File: src/psc_pkg.sv
// Shared types and constants for the PSI section stream classifier.
package psc_pkg;

  // Table ids handled
  localparam logic [7:0] TID_PAT = 8'h00;
  localparam logic [7:0] TID_PMT = 8'h02;

  // Elementary stream types
  localparam logic [7:0] ST_MPEG2_VIDEO = 8'h02;
  localparam logic [7:0] ST_H264_VIDEO  = 8'h1b;
  localparam logic [7:0] ST_MPEG1_AUDIO = 8'h03;
  localparam logic [7:0] ST_MPEG2_AUDIO = 8'h04;
  localparam logic [7:0] ST_LATM_AUDIO  = 8'h11;
  localparam logic [7:0] ST_PRIVATE_PES = 8'h06;

  // Descriptor tags of interest
  localparam logic [7:0] TAG_AC3      = 8'h6a;
  localparam logic [7:0] TAG_EAC3     = 8'h7a;
  localparam logic [7:0] TAG_SUBTITLE = 8'h59;
  localparam logic [7:0] TAG_TELETEXT = 8'h56;

  // Bits of the tags-seen mask
  localparam int unsigned TS_AC3      = 0;
  localparam int unsigned TS_EAC3     = 1;
  localparam int unsigned TS_SUBTITLE = 2;
  localparam int unsigned TS_TELETEXT = 3;

  // Header byte offsets
  localparam logic [11:0] POS_TABLE_ID   = 12'd0;
  localparam logic [11:0] POS_LEN_HI     = 12'd1;
  localparam logic [11:0] POS_LEN_LO     = 12'd2;
  localparam logic [11:0] POS_EXT_HI     = 12'd3;
  localparam logic [11:0] POS_EXT_LO     = 12'd4;
  localparam logic [11:0] POS_PCR_HI     = 12'd8;
  localparam logic [11:0] POS_PCR_LO     = 12'd9;
  localparam logic [11:0] POS_PINFO_HI   = 12'd10;
  localparam logic [11:0] POS_PINFO_LO   = 12'd11;
  localparam logic [11:0] POS_PAT_LOOP   = 12'd8;
  localparam logic [11:0] POS_PMT_LOOP   = 12'd12;
  localparam logic [11:0] POS_MIN_LEN    = 12'd4;
  localparam logic [11:0] POS_MAX        = 12'hfff;

  // Entry kinds carried on the result channel
  typedef enum logic [3:0] {
    KIND_PROGRAM  = 4'd0,
    KIND_MAP_PID  = 4'd1,
    KIND_PCR      = 4'd2,
    KIND_VIDEO    = 4'd3,
    KIND_AUDIO    = 4'd4,
    KIND_AC3      = 4'd5,
    KIND_TELETEXT = 4'd6,
    KIND_PRIVATE  = 4'd7,
    KIND_END      = 4'd8
  } entry_kind_e;

  // End-of-section status codes
  typedef enum logic [1:0] {
    STAT_OK        = 2'd0,
    STAT_SHORT     = 2'd1,
    STAT_IGNORED   = 2'd2,
    STAT_TRUNCATED = 2'd3
  } end_status_e;

  // Parser state for one section
  typedef struct packed {
    logic [11:0] byte_pos;
    logic [7:0]  table_kind;
    logic        long_syntax;
    logic [11:0] sec_len;
    logic [15:0] prog_num;
    logic [15:0] field_hold;
    logic [11:0] info_skip;
    logic [2:0]  phase;
    logic [7:0]  stream_type;
    logic [12:0] entry_pid;
    logic [11:0] info_left;
    logic [7:0]  desc_left;
    logic [3:0]  tags_seen;
    logic        walk_stopped;
    logic [12:0] map_pid;
  } sec_state_t;

  // One result item
  typedef struct packed {
    entry_kind_e kind;
    logic [12:0] pid;
    logic [15:0] prog;
    end_status_e status;
  } result_t;

endpackage

File: src/psi_section_stream_classifier.sv
// PSI section parser: PAT/PMT bytes in, program and stream entries out.
// A result is registered and valid in the cycle after the transfer of the byte that causes it.
// The parser takes one section byte per cycle while the result channel does not stall it; the parser state updates
// once per byte in a single stage and the result register drains while the next byte is taken.
// Reset: asynchronous, active low; clears the parser state, leaves the parser
// outside any section and empties the result register.
module psi_section_stream_classifier (
  input  logic        clk_i,
  input  logic        rst_ni,
  input  logic        s_axis_tvalid_i,
  output logic        s_axis_tready_o,
  input  logic [23:0] s_axis_tdata_i,   // data_byte[7:0], source_pid[20:8], zero pad
  input  logic        s_axis_tuser_i,   // start_of_section
  input  logic        s_axis_tlast_i,   // end_of_data
  output logic        m_axis_tvalid_o,
  input  logic        m_axis_tready_i,
  output logic [31:0] m_axis_tdata_o,   // stream_pid[12:0], program_number[28:13],
                                        // end_status[30:29], zero pad
  output logic [3:0]  m_axis_tuser_o    // entry_kind
);
  import psc_pkg::*;

  sec_state_t  st_q, st_d, cur;
  logic        in_sec_q, in_sec_d, cur_in;
  result_t     res_q, res_d;
  logic        m_valid_q;
  logic        s_xfer;
  logic        emit, done_es, walk;
  logic        pat, pmt, pat_end, pmt_end;
  logic [7:0]  b;
  logic [11:0] pos, loop_end, loop_end_fin;
  entry_kind_e kind_v;
  logic [12:0] pid_v;
  logic [15:0] prog_v;

  assign b      = s_axis_tdata_i[7:0];
  assign s_xfer = s_axis_tvalid_i && s_axis_tready_o;

  // Elementary stream classification; hit is low when the stream gives no entry
  function automatic logic classify_hit(input logic [7:0] t, input logic [12:0] p);
    logic hit;
    hit = 1'b0;
    if (t == ST_MPEG1_AUDIO || t == ST_MPEG2_AUDIO || t == ST_LATM_AUDIO ||
        t == ST_MPEG2_VIDEO || t == ST_H264_VIDEO) begin
      hit = (p != 13'd0);
    end else if (t == ST_PRIVATE_PES) begin
      hit = 1'b1;
    end
    return hit;
  endfunction

  function automatic entry_kind_e classify_kind(input logic [7:0] t, input logic [3:0] tags);
    entry_kind_e k;
    k = KIND_PRIVATE;
    if (t == ST_MPEG1_AUDIO || t == ST_MPEG2_AUDIO || t == ST_LATM_AUDIO) begin
      k = KIND_AUDIO;
    end else if (t == ST_MPEG2_VIDEO || t == ST_H264_VIDEO) begin
      k = KIND_VIDEO;
    end else if (tags[TS_AC3] || tags[TS_EAC3]) begin
      k = KIND_AC3;
    end else if (tags[TS_SUBTITLE] || tags[TS_TELETEXT]) begin
      k = KIND_TELETEXT;
    end
    return k;
  endfunction

  // Per-byte parser step
  always_comb begin
    cur    = st_q;
    cur_in = in_sec_q;
    if (s_axis_tuser_i) begin
      cur         = '0;
      cur.map_pid = s_axis_tdata_i[20:8];
      cur_in      = 1'b1;
    end
    st_d     = cur;
    in_sec_d = cur_in;
    emit     = 1'b0;
    done_es  = 1'b0;
    walk     = 1'b0;
    kind_v   = KIND_PROGRAM;
    pid_v    = '0;
    prog_v   = '0;
    res_d    = '0;

    pos      = cur.byte_pos;
    loop_end = (cur.sec_len != 12'd0) ? cur.sec_len - 12'd1 : 12'd0;
    pat      = cur.long_syntax && (cur.table_kind == TID_PAT);
    pmt      = cur.long_syntax && (cur.table_kind == TID_PMT);

    if (cur_in) begin
      if (cur.byte_pos != POS_MAX) st_d.byte_pos = cur.byte_pos + 12'd1;

      priority if (pos == POS_TABLE_ID) begin
        st_d.table_kind = b;
      end else if (pos == POS_LEN_HI) begin
        st_d.long_syntax = b[7];
        st_d.sec_len     = {b[3:0], 8'h00};
      end else if (pos == POS_LEN_LO) begin
        st_d.sec_len = cur.sec_len | {4'h0, b};
      end else if (pat || pmt) begin
        priority if (pos == POS_EXT_HI) begin
          st_d.field_hold = {b, 8'h00};
        end else if (pos == POS_EXT_LO) begin
          st_d.prog_num = cur.field_hold | {8'h00, b};
          if (pmt && cur.map_pid != 13'd0) begin
            emit   = 1'b1;
            kind_v = KIND_MAP_PID;
            pid_v  = cur.map_pid;
            prog_v = st_d.prog_num;
          end
        end else if (pmt && (pos == POS_PCR_HI || pos == POS_PINFO_HI)) begin
          st_d.field_hold = {b, 8'h00};
        end else if (pmt && pos == POS_PCR_LO) begin
          pid_v = cur.field_hold[12:0] | {5'h00, b};
          if (pid_v != 13'd0) begin
            emit   = 1'b1;
            kind_v = KIND_PCR;
            prog_v = cur.prog_num;
          end
        end else if (pmt && pos == POS_PINFO_LO) begin
          st_d.info_skip = cur.field_hold[11:0] | {4'h0, b};
        end else if (pat && pos >= POS_PAT_LOOP && pos < loop_end) begin
          // PAT loop: program number, reserved bits + PID
          unique case (cur.phase)
            3'd0: begin
              st_d.field_hold = {b, 8'h00};
              st_d.phase      = 3'd1;
            end
            3'd1: begin
              st_d.field_hold = cur.field_hold | {8'h00, b};
              st_d.phase      = 3'd2;
            end
            3'd2: begin
              st_d.stream_type = b;
              st_d.entry_pid   = {b[4:0], 8'h00};
              st_d.phase       = 3'd3;
            end
            default: begin
              st_d.entry_pid = cur.entry_pid | {5'h00, b};
              st_d.phase     = 3'd0;
              pid_v          = st_d.entry_pid;
              prog_v         = cur.field_hold;
              if (cur.field_hold != 16'd0 && cur.stream_type[7:5] == 3'b111) begin
                emit   = 1'b1;
                kind_v = KIND_PROGRAM;
              end
            end
          endcase
        end else if (pmt && pos >= POS_PMT_LOOP && pos < loop_end) begin
          if (cur.info_skip != 12'd0) begin
            st_d.info_skip = cur.info_skip - 12'd1;
          end else begin
            // PMT elementary stream loop
            unique case (cur.phase)
              3'd0: begin
                st_d.stream_type  = b;
                st_d.tags_seen    = '0;
                st_d.walk_stopped = 1'b0;
                st_d.phase        = 3'd1;
              end
              3'd1: begin
                st_d.entry_pid = {b[4:0], 8'h00};
                st_d.phase     = 3'd2;
              end
              3'd2: begin
                st_d.entry_pid = cur.entry_pid | {5'h00, b};
                st_d.phase     = 3'd3;
              end
              3'd3: begin
                st_d.field_hold = {4'h0, b[3:0], 8'h00};
                st_d.phase      = 3'd4;
              end
              3'd4: begin
                st_d.info_left = cur.field_hold[11:0] | {4'h0, b};
                if (st_d.info_left == 12'd0) begin
                  st_d.phase = 3'd0;
                  done_es    = 1'b1;
                end else begin
                  st_d.phase = 3'd5;
                end
              end
              default: walk = 1'b1;
            endcase

            // Descriptor walk inside the ES info
            if (walk) begin
              if (!cur.walk_stopped) begin
                if (cur.phase == 3'd5) begin
                  st_d.field_hold = {8'h00, b};
                  st_d.phase      = 3'd6;
                end else if (cur.phase == 3'd6) begin
                  if (b == 8'h00) begin
                    st_d.walk_stopped = 1'b1;
                  end else begin
                    if (cur.field_hold == {8'h00, TAG_AC3})      st_d.tags_seen[TS_AC3] = 1'b1;
                    if (cur.field_hold == {8'h00, TAG_EAC3})     st_d.tags_seen[TS_EAC3] = 1'b1;
                    if (cur.field_hold == {8'h00, TAG_SUBTITLE}) begin
                      st_d.tags_seen[TS_SUBTITLE] = 1'b1;
                    end
                    if (cur.field_hold == {8'h00, TAG_TELETEXT}) begin
                      st_d.tags_seen[TS_TELETEXT] = 1'b1;
                    end
                    st_d.desc_left = b;
                    st_d.phase     = 3'd7;
                  end
                end else begin
                  st_d.desc_left = cur.desc_left - 8'd1;
                  if (cur.desc_left == 8'd1) st_d.phase = 3'd5;
                end
              end
              st_d.info_left = cur.info_left - 12'd1;
              if (cur.info_left == 12'd1) begin
                st_d.phase = 3'd0;
                done_es    = 1'b1;
              end
            end

            pid_v  = st_d.entry_pid;
            prog_v = cur.prog_num;
            if (done_es) begin
              emit   = classify_hit(st_d.stream_type, st_d.entry_pid);
              kind_v = classify_kind(st_d.stream_type, st_d.tags_seen);
            end
          end
        end else begin
          // reserved header bytes, CRC and trailing bytes carry nothing
        end
      end else begin
        // unhandled table: only the header is tracked
      end

      // Result selection: end of section overrides any entry
      if (s_axis_tlast_i) begin
        pat_end      = st_d.long_syntax && (st_d.table_kind == TID_PAT);
        pmt_end      = st_d.long_syntax && (st_d.table_kind == TID_PMT);
        loop_end_fin = (st_d.sec_len != 12'd0) ? st_d.sec_len - 12'd1 : 12'd0;
        in_sec_d     = 1'b0;
        res_d.kind   = KIND_END;
        priority if (st_d.byte_pos < POS_MIN_LEN) begin
          res_d.status = STAT_SHORT;
        end else if (!pat_end && !pmt_end) begin
          res_d.status = STAT_IGNORED;
        end else if (emit || st_d.byte_pos < loop_end_fin || st_d.phase != 3'd0 ||
                     (pmt_end && st_d.info_skip != 12'd0)) begin
          res_d.status = STAT_TRUNCATED;
        end else begin
          res_d.status = STAT_OK;
        end
      end else begin
        pat_end      = 1'b0;
        pmt_end      = 1'b0;
        loop_end_fin = '0;
        res_d.kind   = kind_v;
        res_d.pid    = pid_v;
        res_d.prog   = prog_v;
        res_d.status = STAT_OK;
      end
    end else begin
      pat_end      = 1'b0;
      pmt_end      = 1'b0;
      loop_end_fin = '0;
    end
  end

  // Parser state registers
  always_ff @(posedge clk_i or negedge rst_ni) begin
    if (!rst_ni) begin
      st_q     <= '0;
      in_sec_q <= 1'b0;
    end else if (s_xfer) begin
      st_q     <= st_d;
      in_sec_q <= in_sec_d;
    end
  end

  // Result register
  always_ff @(posedge clk_i or negedge rst_ni) begin
    if (!rst_ni) begin
      m_valid_q <= 1'b0;
    end else if (s_xfer && cur_in && (emit || s_axis_tlast_i)) begin
      m_valid_q <= 1'b1;
    end else if (m_axis_tready_i) begin
      m_valid_q <= 1'b0;
    end
  end

  always_ff @(posedge clk_i) begin
    if (s_xfer && cur_in && (emit || s_axis_tlast_i)) begin
      res_q <= res_d;
    end
  end

  assign s_axis_tready_o = !m_valid_q || m_axis_tready_i;
  assign m_axis_tvalid_o = m_valid_q;
  assign m_axis_tuser_o  = res_q.kind;
  assign m_axis_tdata_o  = {1'b0, res_q.status, res_q.prog, res_q.pid};

  // End results carry no PID and no program
  a_end_clean: assert property (@(posedge clk_i) disable iff (!rst_ni)
    (m_valid_q && res_q.kind == KIND_END) |-> (res_q.pid == 13'd0 && res_q.prog == 16'd0))
    else $error("end result with nonzero pid or program");

  // Entry results carry zero status
  a_entry_status: assert property (@(posedge clk_i) disable iff (!rst_ni)
    (m_valid_q && res_q.kind != KIND_END) |-> (res_q.status == STAT_OK))
    else $error("entry result with nonzero status");

  // A byte outside any section leaves the parser state alone
  a_idle_hold: assert property (@(posedge clk_i) disable iff (!rst_ni)
    (s_xfer && !s_axis_tuser_i && !in_sec_q) |=> ($stable(st_q) && !in_sec_q))
    else $error("state moved outside a section");

  // The last byte closes the section
  a_last_closes: assert property (@(posedge clk_i) disable iff (!rst_ni)
    (s_xfer && s_axis_tlast_i) |=> !in_sec_q)
    else $error("section still open after last byte");

  // A start byte that is not also the last byte opens a section and restarts the byte count
  a_start_opens: assert property (@(posedge clk_i) disable iff (!rst_ni)
    (s_xfer && s_axis_tuser_i && !s_axis_tlast_i) |=> (in_sec_q && st_q.byte_pos == 12'd1))
    else $error("start byte did not open a section");

endmodule

File: config.mk
export PLATFORM = sky130hd
export DESIGN_NAME = psi_section_stream_classifier
export DESIGN_NICKNAME = d
export VERILOG_FILES = /design/src/psc_pkg.sv /design/src/psi_section_stream_classifier.sv
export SDC_FILE = /design/constraint.sdc
export NUM_CORES = 1
export LEC_CHECK = 0
export ABC_CLOCK_PERIOD_IN_PS = 5500
export BUFFER_PORTS_ARGS = -buffer_cell sky130_fd_sc_hd__buf_2
export CAP_MARGIN = 20
export CORE_MARGIN = 2
export CORE_UTILIZATION = 45
export CTS_CLUSTER_SIZE = 28
export DETAILED_ROUTE_END_ITERATION = 7
export PLACE_DENSITY = 0.65
export SYNTH_ARGS = -nofsm -noshare
export SYNTH_HDL_FRONTEND = slang
export SYNTH_SLANG_ARGS = --single-unit
File: constraint.sdc
create_clock -name clk_i -period 5.5 [get_ports clk_i]
set_input_delay 0.275 -clock clk_i [delete_from_list [all_inputs] [get_ports clk_i]]
set_output_delay 0.275 -clock clk_i [all_outputs]
set_load 0.01 [all_outputs]
**Word-level counts from Yosys, hierarchy flattened**

Cells that the tools add are included.

- Bits in registers: 176
- Bits of input ports: 30
- Logic and storage cells: 360

- Add/subtract/negate cells: 6
- $lt $le $gt $ge: 5
- Equality and inequality tests: 30
- Mux-type cells: 231
- Bitwise gates (word level): 8
- Reduce and logical (&&, ||, !) cells: 57

Operator list:

| cell | count |
|---|---|
| 2-to-1 mux 16 bit | 34 |
| 2-to-1 mux 25 bit | 15 |
| 2-to-1 mux 13 bit | 24 |
| 2-to-1 mux 93 bit | 3 |
| 2-to-1 mux 77 bit | 3 |
| 2-to-1 mux 106 bit | 2 |
| 2-to-1 mux 8 bit | 18 |
| 2-to-1 mux 139 bit | 1 |
| 2-to-1 mux 12 bit | 11 |
| 2-to-1 mux 126 bit | 1 |
| 2-to-1 mux 61 bit | 2 |
| 2-to-1 mux 49 bit | 2 |
| 2-to-1 mux 4 bit | 17 |
| 2-to-1 mux 1 bit | 66 |
| == test 16 x 7 -> 1 bit, second input constant | 4 |
| 2-to-1 mux 3 bit | 21 |
| one-hot mux 13 bit (2 select lines) | 2 |
| == test 12 x 4 -> 1 bit, second input constant | 4 |
| nonzero test 12 bit | 4 |
| subtractor 12 x 1 -> 12 bit, second input constant | 4 |
| nonzero test 13 bit | 3 |
| == test 8 x 2 -> 1 bit, second input constant | 4 |
| one-hot mux 16 bit (2 select lines) | 1 |
| bitwise OR 13 x 8 -> 13 bit | 2 |
| other kinds (37) | 89 |

**Logic depth before layout (Yosys ltp)**

- Depth in word-level cells: 53
- Mapped depth: 30

**Worst setup path after synthesis**

Ideal clock, no wire load.

- Kind: input-to-reg
- Start: input s_axis_tuser_i
- End: register res_q, in the netlist m_axis_tdata_o[0], enable pin
- Setup time: 0.390 ns
- Arrival: 5.684 ns
- Data required time: 5.110 ns
- Slack: -0.573 ns
- Cell stages on the path: 22
- Path buffers: 9
- Cell sequence: clkbuf_1 -> clkbuf_1 -> buf_2 -> clkbuf_1 -> buf_2 -> clkbuf_1 -> buf_1 -> o21ai_0 -> clkbuf_1 -> o31ai_1 -> ha_1 -> a21oi_1 -> a211oi_1 -> a2111o_1 -> clkbuf_1 -> or3_1 -> or3_1 -> o41ai_1 -> a21oi_1 -> o21ai_0 -> o21ai_0 -> inv_1

- Cells in the longest elaborated chain, start to end: 48
- Elaborated cells between the ends (all ways): 143

Ends and longest elaborated chain:

| item | line | RTL |
|---|---|---|
| start: declaration | psi_section_stream_classifier.sv:13 | `input logic s_axis_tuser_i,` |
| 2-to-1 mux 139 bit | psi_section_stream_classifier.sv:71 | `if (s_axis_tuser_i) begin` |
| == test 3 bit, or another cell as far along | psi_section_stream_classifier.sv:155 | `unique case (cur.phase)` |
| OR reduction 5 bit (no line) | - |  |
| 2-to-1 mux 1 bit | psi_section_stream_classifier.sv:155 |  |
| 2-to-1 mux 1 bit | psi_section_stream_classifier.sv:151 | `if (cur.info_skip != 12'd0) begin` |
| 2-to-1 mux 1 bit | psi_section_stream_classifier.sv:150 | `end else if (pmt && pos >= POS_PMT_LOOP && pos < loop_end) begin` |
| 2-to-1 mux 1 bit | psi_section_stream_classifier.sv:123 | `end else if (pat && pos >= POS_PAT_LOOP && pos < loop_end) begin` |
| 2-to-1 mux 1 bit | psi_section_stream_classifier.sv:121 | `end else if (pmt && pos == POS_PINFO_LO) begin` |
| [... 31 more ...] | - |  |
| 2-to-1 mux 1 bit | psi_section_stream_classifier.sv:102 | `priority if (pos == POS_EXT_HI) begin` |
| 2-to-1 mux 1 bit | psi_section_stream_classifier.sv:101 | `end else if (pat \|\| pmt) begin` |
| 2-to-1 mux 1 bit | psi_section_stream_classifier.sv:99 | `end else if (pos == POS_LEN_LO) begin` |
| 2-to-1 mux 1 bit | psi_section_stream_classifier.sv:96 | `end else if (pos == POS_LEN_HI) begin` |
| 2-to-1 mux 1 bit | psi_section_stream_classifier.sv:94 | `priority if (pos == POS_TABLE_ID) begin` |
| 2-to-1 mux 1 bit (2 in a row) | psi_section_stream_classifier.sv:91 | `if (cur_in) begin` |
| logical OR 1 bit | psi_section_stream_classifier.sv:289 | `if (s_xfer && cur_in && (emit \|\| s_axis_tlast_i)) begin` |
| logical AND 1 bit (*) | psi_section_stream_classifier.sv:289 |  |
| end signal: assignment | psi_section_stream_classifier.sv:290 | `res_q <= res_d;` |
| end: declaration | psi_section_stream_classifier.sv:25 | `result_t res_q, res_d;` |

Mark *: on every way between the ends. The rest lies on a longest branch, timed or not. The select of a mux whose other input is x is not followed.
A chain may end at the register's enable or synchronous reset.

**Final worst setup path**

- Start: register st_q[134] (netlist bit)
- End: register res_q, in the netlist m_axis_tdata_o[29], data pin

- Cells in the longest elaborated chain, start to end: 22
- Elaborated cells between the ends (all ways): 77

Ends and longest elaborated chain:

| item | line | RTL |
|---|---|---|
| start: declaration | psi_section_stream_classifier.sv:23 | `sec_state_t st_q, st_d, cur;` |
| start signal: assignment | psi_section_stream_classifier.sv:272 | `st_q <= st_d;` |
| 2-to-1 mux 139 bit (*) | psi_section_stream_classifier.sv:71 |  |
| >= comparator 12 x 4 -> 1 bit | psi_section_stream_classifier.sv:150 |  |
| logical AND 1 bit (2 in a row) | psi_section_stream_classifier.sv:150 |  |
| 2-to-1 mux 77 bit / 2-to-1 mux 1 bit (equally long branches) | psi_section_stream_classifier.sv:150 |  |
| 2-to-1 mux 12 bit, or another cell as far along | psi_section_stream_classifier.sv:123 |  |
| 2-to-1 mux 12 bit, or another cell as far along | psi_section_stream_classifier.sv:121 |  |
| 2-to-1 mux 77 bit / 2-to-1 mux 1 bit (equally long branches) | psi_section_stream_classifier.sv:114 | `end else if (pmt && pos == POS_PCR_LO) begin` |
| 2-to-1 mux 61 bit / 2-to-1 mux 1 bit (equally long branches) | psi_section_stream_classifier.sv:112 | `end else if (pmt && (pos == POS_PCR_HI \|\| pos == POS_PINFO_HI)) begin` |
| [... 5 more ...] | - |  |
| 2-to-1 mux 106 bit / 2-to-1 mux 1 bit (equally long branches) | psi_section_stream_classifier.sv:94 |  |
| 2-to-1 mux 106 bit / 2-to-1 mux 1 bit (equally long branches) | psi_section_stream_classifier.sv:91 |  |
| nonzero test 12 bit, or another cell as far along | psi_section_stream_classifier.sv:245 | `(pmt_end && st_d.info_skip != 12'd0)) begin` |
| logical AND 1 bit / logical OR 1 bit (equally long branches) | psi_section_stream_classifier.sv:245, psi_section_stream_classifier.sv:244 |  |
| logical OR 1 bit | psi_section_stream_classifier.sv:244 | `end else if (emit \|\| st_d.byte_pos < loop_end_fin \|\| st_d.phase != 3'd0 \|\|` |
| 2-to-1 mux 2 bit | psi_section_stream_classifier.sv:244 |  |
| 2-to-1 mux 2 bit | psi_section_stream_classifier.sv:242 | `end else if (!pat_end && !pmt_end) begin` |
| 2-to-1 mux 1 bit (*) | psi_section_stream_classifier.sv:240 | `priority if (st_d.byte_pos < POS_MIN_LEN) begin` |

Marks and branches as above.

==> out/metrics.yaml <==
post-dp-hpwl_mm: 36.1
die-height_um: 175
die_w_um: 175
crit_fanout: 19
cts_tree: "done"
htreeDepth: 4
crit_path_end_kind: "flop"
final_cell_mix: "243 x nand2_1, 186 x o21ai_0, 153 x nor2_1, 153 x a21oi_1, 141 x dfrtp_1"
synth-edff-count: 35
cts_buffer_depth: 2
skew_ns: 0.0169
firstDrtPassIters: 7
cts.clk_slew.worst_paths_ns: 0.08
core_area_um2: 28800
routed_via_density: 6.67
drive_gt1_share_pct: 13.0
grt_first_pass_wirelength_mm: 78.2
cts_buffers: 17
grt_pass1_vias: 13500
yosysTopAreaCell: "dfrtp_1"
drc: 0
clock_sink_count: 176
port_buffers: 63
ys_ff_latch: 176
antenna_found_initial: 0
synth_warnings: 0
setup_ws_ns: 0.318
hp-start: "s_axis_tdata_i[17]"
max_freq_mhz: 193
status: "finished, final reports clean"
synth_cells: 1703
synthFlopType: "dfrtp_1"
io_pins: 68
r2r-start: "st_q[134]"
critPathLaunchType: "flop"
synth_area_leaders: "dfrtp_1 27%, edfxtp_1 8.0%, o21ai_0 7.2%, nand2_1 6.9%, a21oi_1 5.8%"
wl_per_cell_um: 23.7
preCtsSetupSlack_ns: 0.180
layout_commonest_cell: "nand2_1"
routed_wl_mm: 50.5
hold_path_class: "in -> reg"
ys_seq_area_share_pct: 34.6
arrival_ns: 5.41
fin_crit_ns: 5.18
fin_crit_sh_pct: 94.2
tightest_slew_ns: 0.970
clock-root-buffer: "clkbuf_16"
post_cts_buffers: 0
grt-ovfl-total: 0
clock_latency_ns: 0.48
num_rows: 62
leakage_nw: 5.89
nets: 1798
powerDensity_nw_per_um2: 279
ir_drop_mv: 0.216
crit_path_start: "st_q[134]"
worstPathRequired_ns: 5.72
critPathKind: "reg -> reg"
finalSetupViolations: 0
final_antenna_net_count: 0
synthToLayoutAreaGrowth_pct: 11.7
max_slew_margin_pct: 35.3
grt_max_degree: 74
yosysTopAreaCellShare_pct: 26.7
track_usage_pct: 33.1
ys_async_sr_fraction_pct: 80.1
syn_avg_cell_area_um2: 7.76
die-area_um2: 30800
post_synth_num_cell_types: 92
hold_viol_final: 0
syn-num-nets: 1766
final_area_um2: 14800
diodes: 0
drv_slew: 0
finalPower_mw: 4.13
drtIter0Drc: 1745
gp_congestion: 1.01
postPlaceCellArea_um2: 14100
start_util_pct: 45.9
max-cap-violations: 0
synth_area_um2: 13200
via_count: 14200
sequential cells by signal, summed over array words and instances (netlist names):
name             flops
in_sec_q             1
m_axis_tdata_o      31
m_axis_tuser_o       4
m_axis_tvalid_o      1
st_q               139
critical path, cell delays in order, from the launching register on:
cell      delay, ns
dfrtp_1        0.42
or4_4          0.62
o41ai_4        0.30
buf_4          0.25
and2_1         0.18
buf_4          0.25
a21oi_1        0.12
nor4_2         0.41
a21boi_2       0.31
and3_1         0.18
o21ai_1        0.06
ha_1           0.32
nand4_1        0.13
nor3_1         0.19
a211oi_1       0.06
o21ai_0        0.12
nor3_1         0.08
and3_1         0.22
nor4_4         0.37
nor3b_2        0.23
a21oi_1        0.09
per-layer routing:
metal  track usage, %  vias up  routed length, µm
met1             43.0     6778              20100
met3             6.21      214               4930
met2             51.4      870              22300
li1                 -     6360                  -
met5                0        -                  0
met4             19.4        0               3090
final cells by class:
class,count,area [µm²]
repair buffers,133,877
well taps,384,480
fillers,2807,14000
multi-input cells,1383,8130
inverters,24,93.8
clock buffers,17,425
flip-flops and latches,176,4580
clock inverters,15,184
logic make-up (layout without fill, tap and decap cells):
| logic type | count (synthesis) | in the layout | synth area share (%) |
|---|---|---|---|
| flip-flops | 176 | 176 | 34.6 |
| multiplexers | 43 | 43 | 3.55 |
| AO/OA/AOI/OAI | 590 | 590 | 27.7 |
| XOR/XNOR | 20 | 20 | 1.33 |
| adder cells (fa/ha/maj) | 33 | 33 | 3.12 |
| other | 1 | 1 | 0.0284 |
| buffers and inverters | 144 | 189 | 4.28 |
| AND/OR/NAND/NOR | 696 | 696 | 25.3 |
Yosys cell counts (all sizes together), types with 33 or more instances:
| cell | count |
|---|---|
| a22oi | 33 |
| nor2b | 37 |
| o21ai | 209 |
| ha | 33 |
| dfrtp | 141 |
| a21oi | 153 |
| nand2 | 244 |
| nand3 | 42 |
| nor2 | 154 |
| edfxtp | 35 |
| clkbuf | 95 |
| nor4 | 37 |
| nor3 | 60 |
power by group:
group	switching (mW)	internal [mW]	leakage (nW)	total [mW]
sequential	0.101	1.42	2.24	1.52
combinational	0.841	0.501	3.35	1.34
clock	0.643	0.619	0.297	1.26
total	1.59	2.54	5.89	4.13
stage by stage:
| step | cells | TNS [ns] | utilization [%] | hold WS, ns |
|---|---|---|---|---|
| after floorplan | 1703 | 0 | - | -0.0206 |
| after global routing | 2132 | -0.00447 | 51.3 | 0.0638 |
| final | 2132 | 0 | 51.3 | 0.0537 |
| after global placement | 2099 | 0 | 49.1 | 0.360 |
| after CTS | 2132 | 0 | 51.2 | 0.0487 |
| after detailed placement | 2099 | 0 | 49.1 | 0.360 |
worst paths after layout:
| kind | endpoint | slack, ns | cells after the start |
|---|---|---|---|
| hold reg to reg | st_q[94] | 0.48 | 2 |
| max in group asynchronous | st_q[134] | 3.61 | 3 |
| setup / recovery | m_axis_tdata_o[29] | 0.32 | 20 |
| min in group asynchronous | st_q[43] | 0.42 | 2 |
| setup reg to reg | m_axis_tdata_o[29] | 0.32 | 20 |
| hold / removal | st_q[9] | 0.05 | 2 |
repair_timing:
item | CTS | global route
hold endpoints to repair | 72 | 0
hold buffers | 1 | 0
endpoints found under the setup margin | 0 | 58
gates resized for setup | 0 | 6
Note: power is estimated with default switching activity, not from simulation.
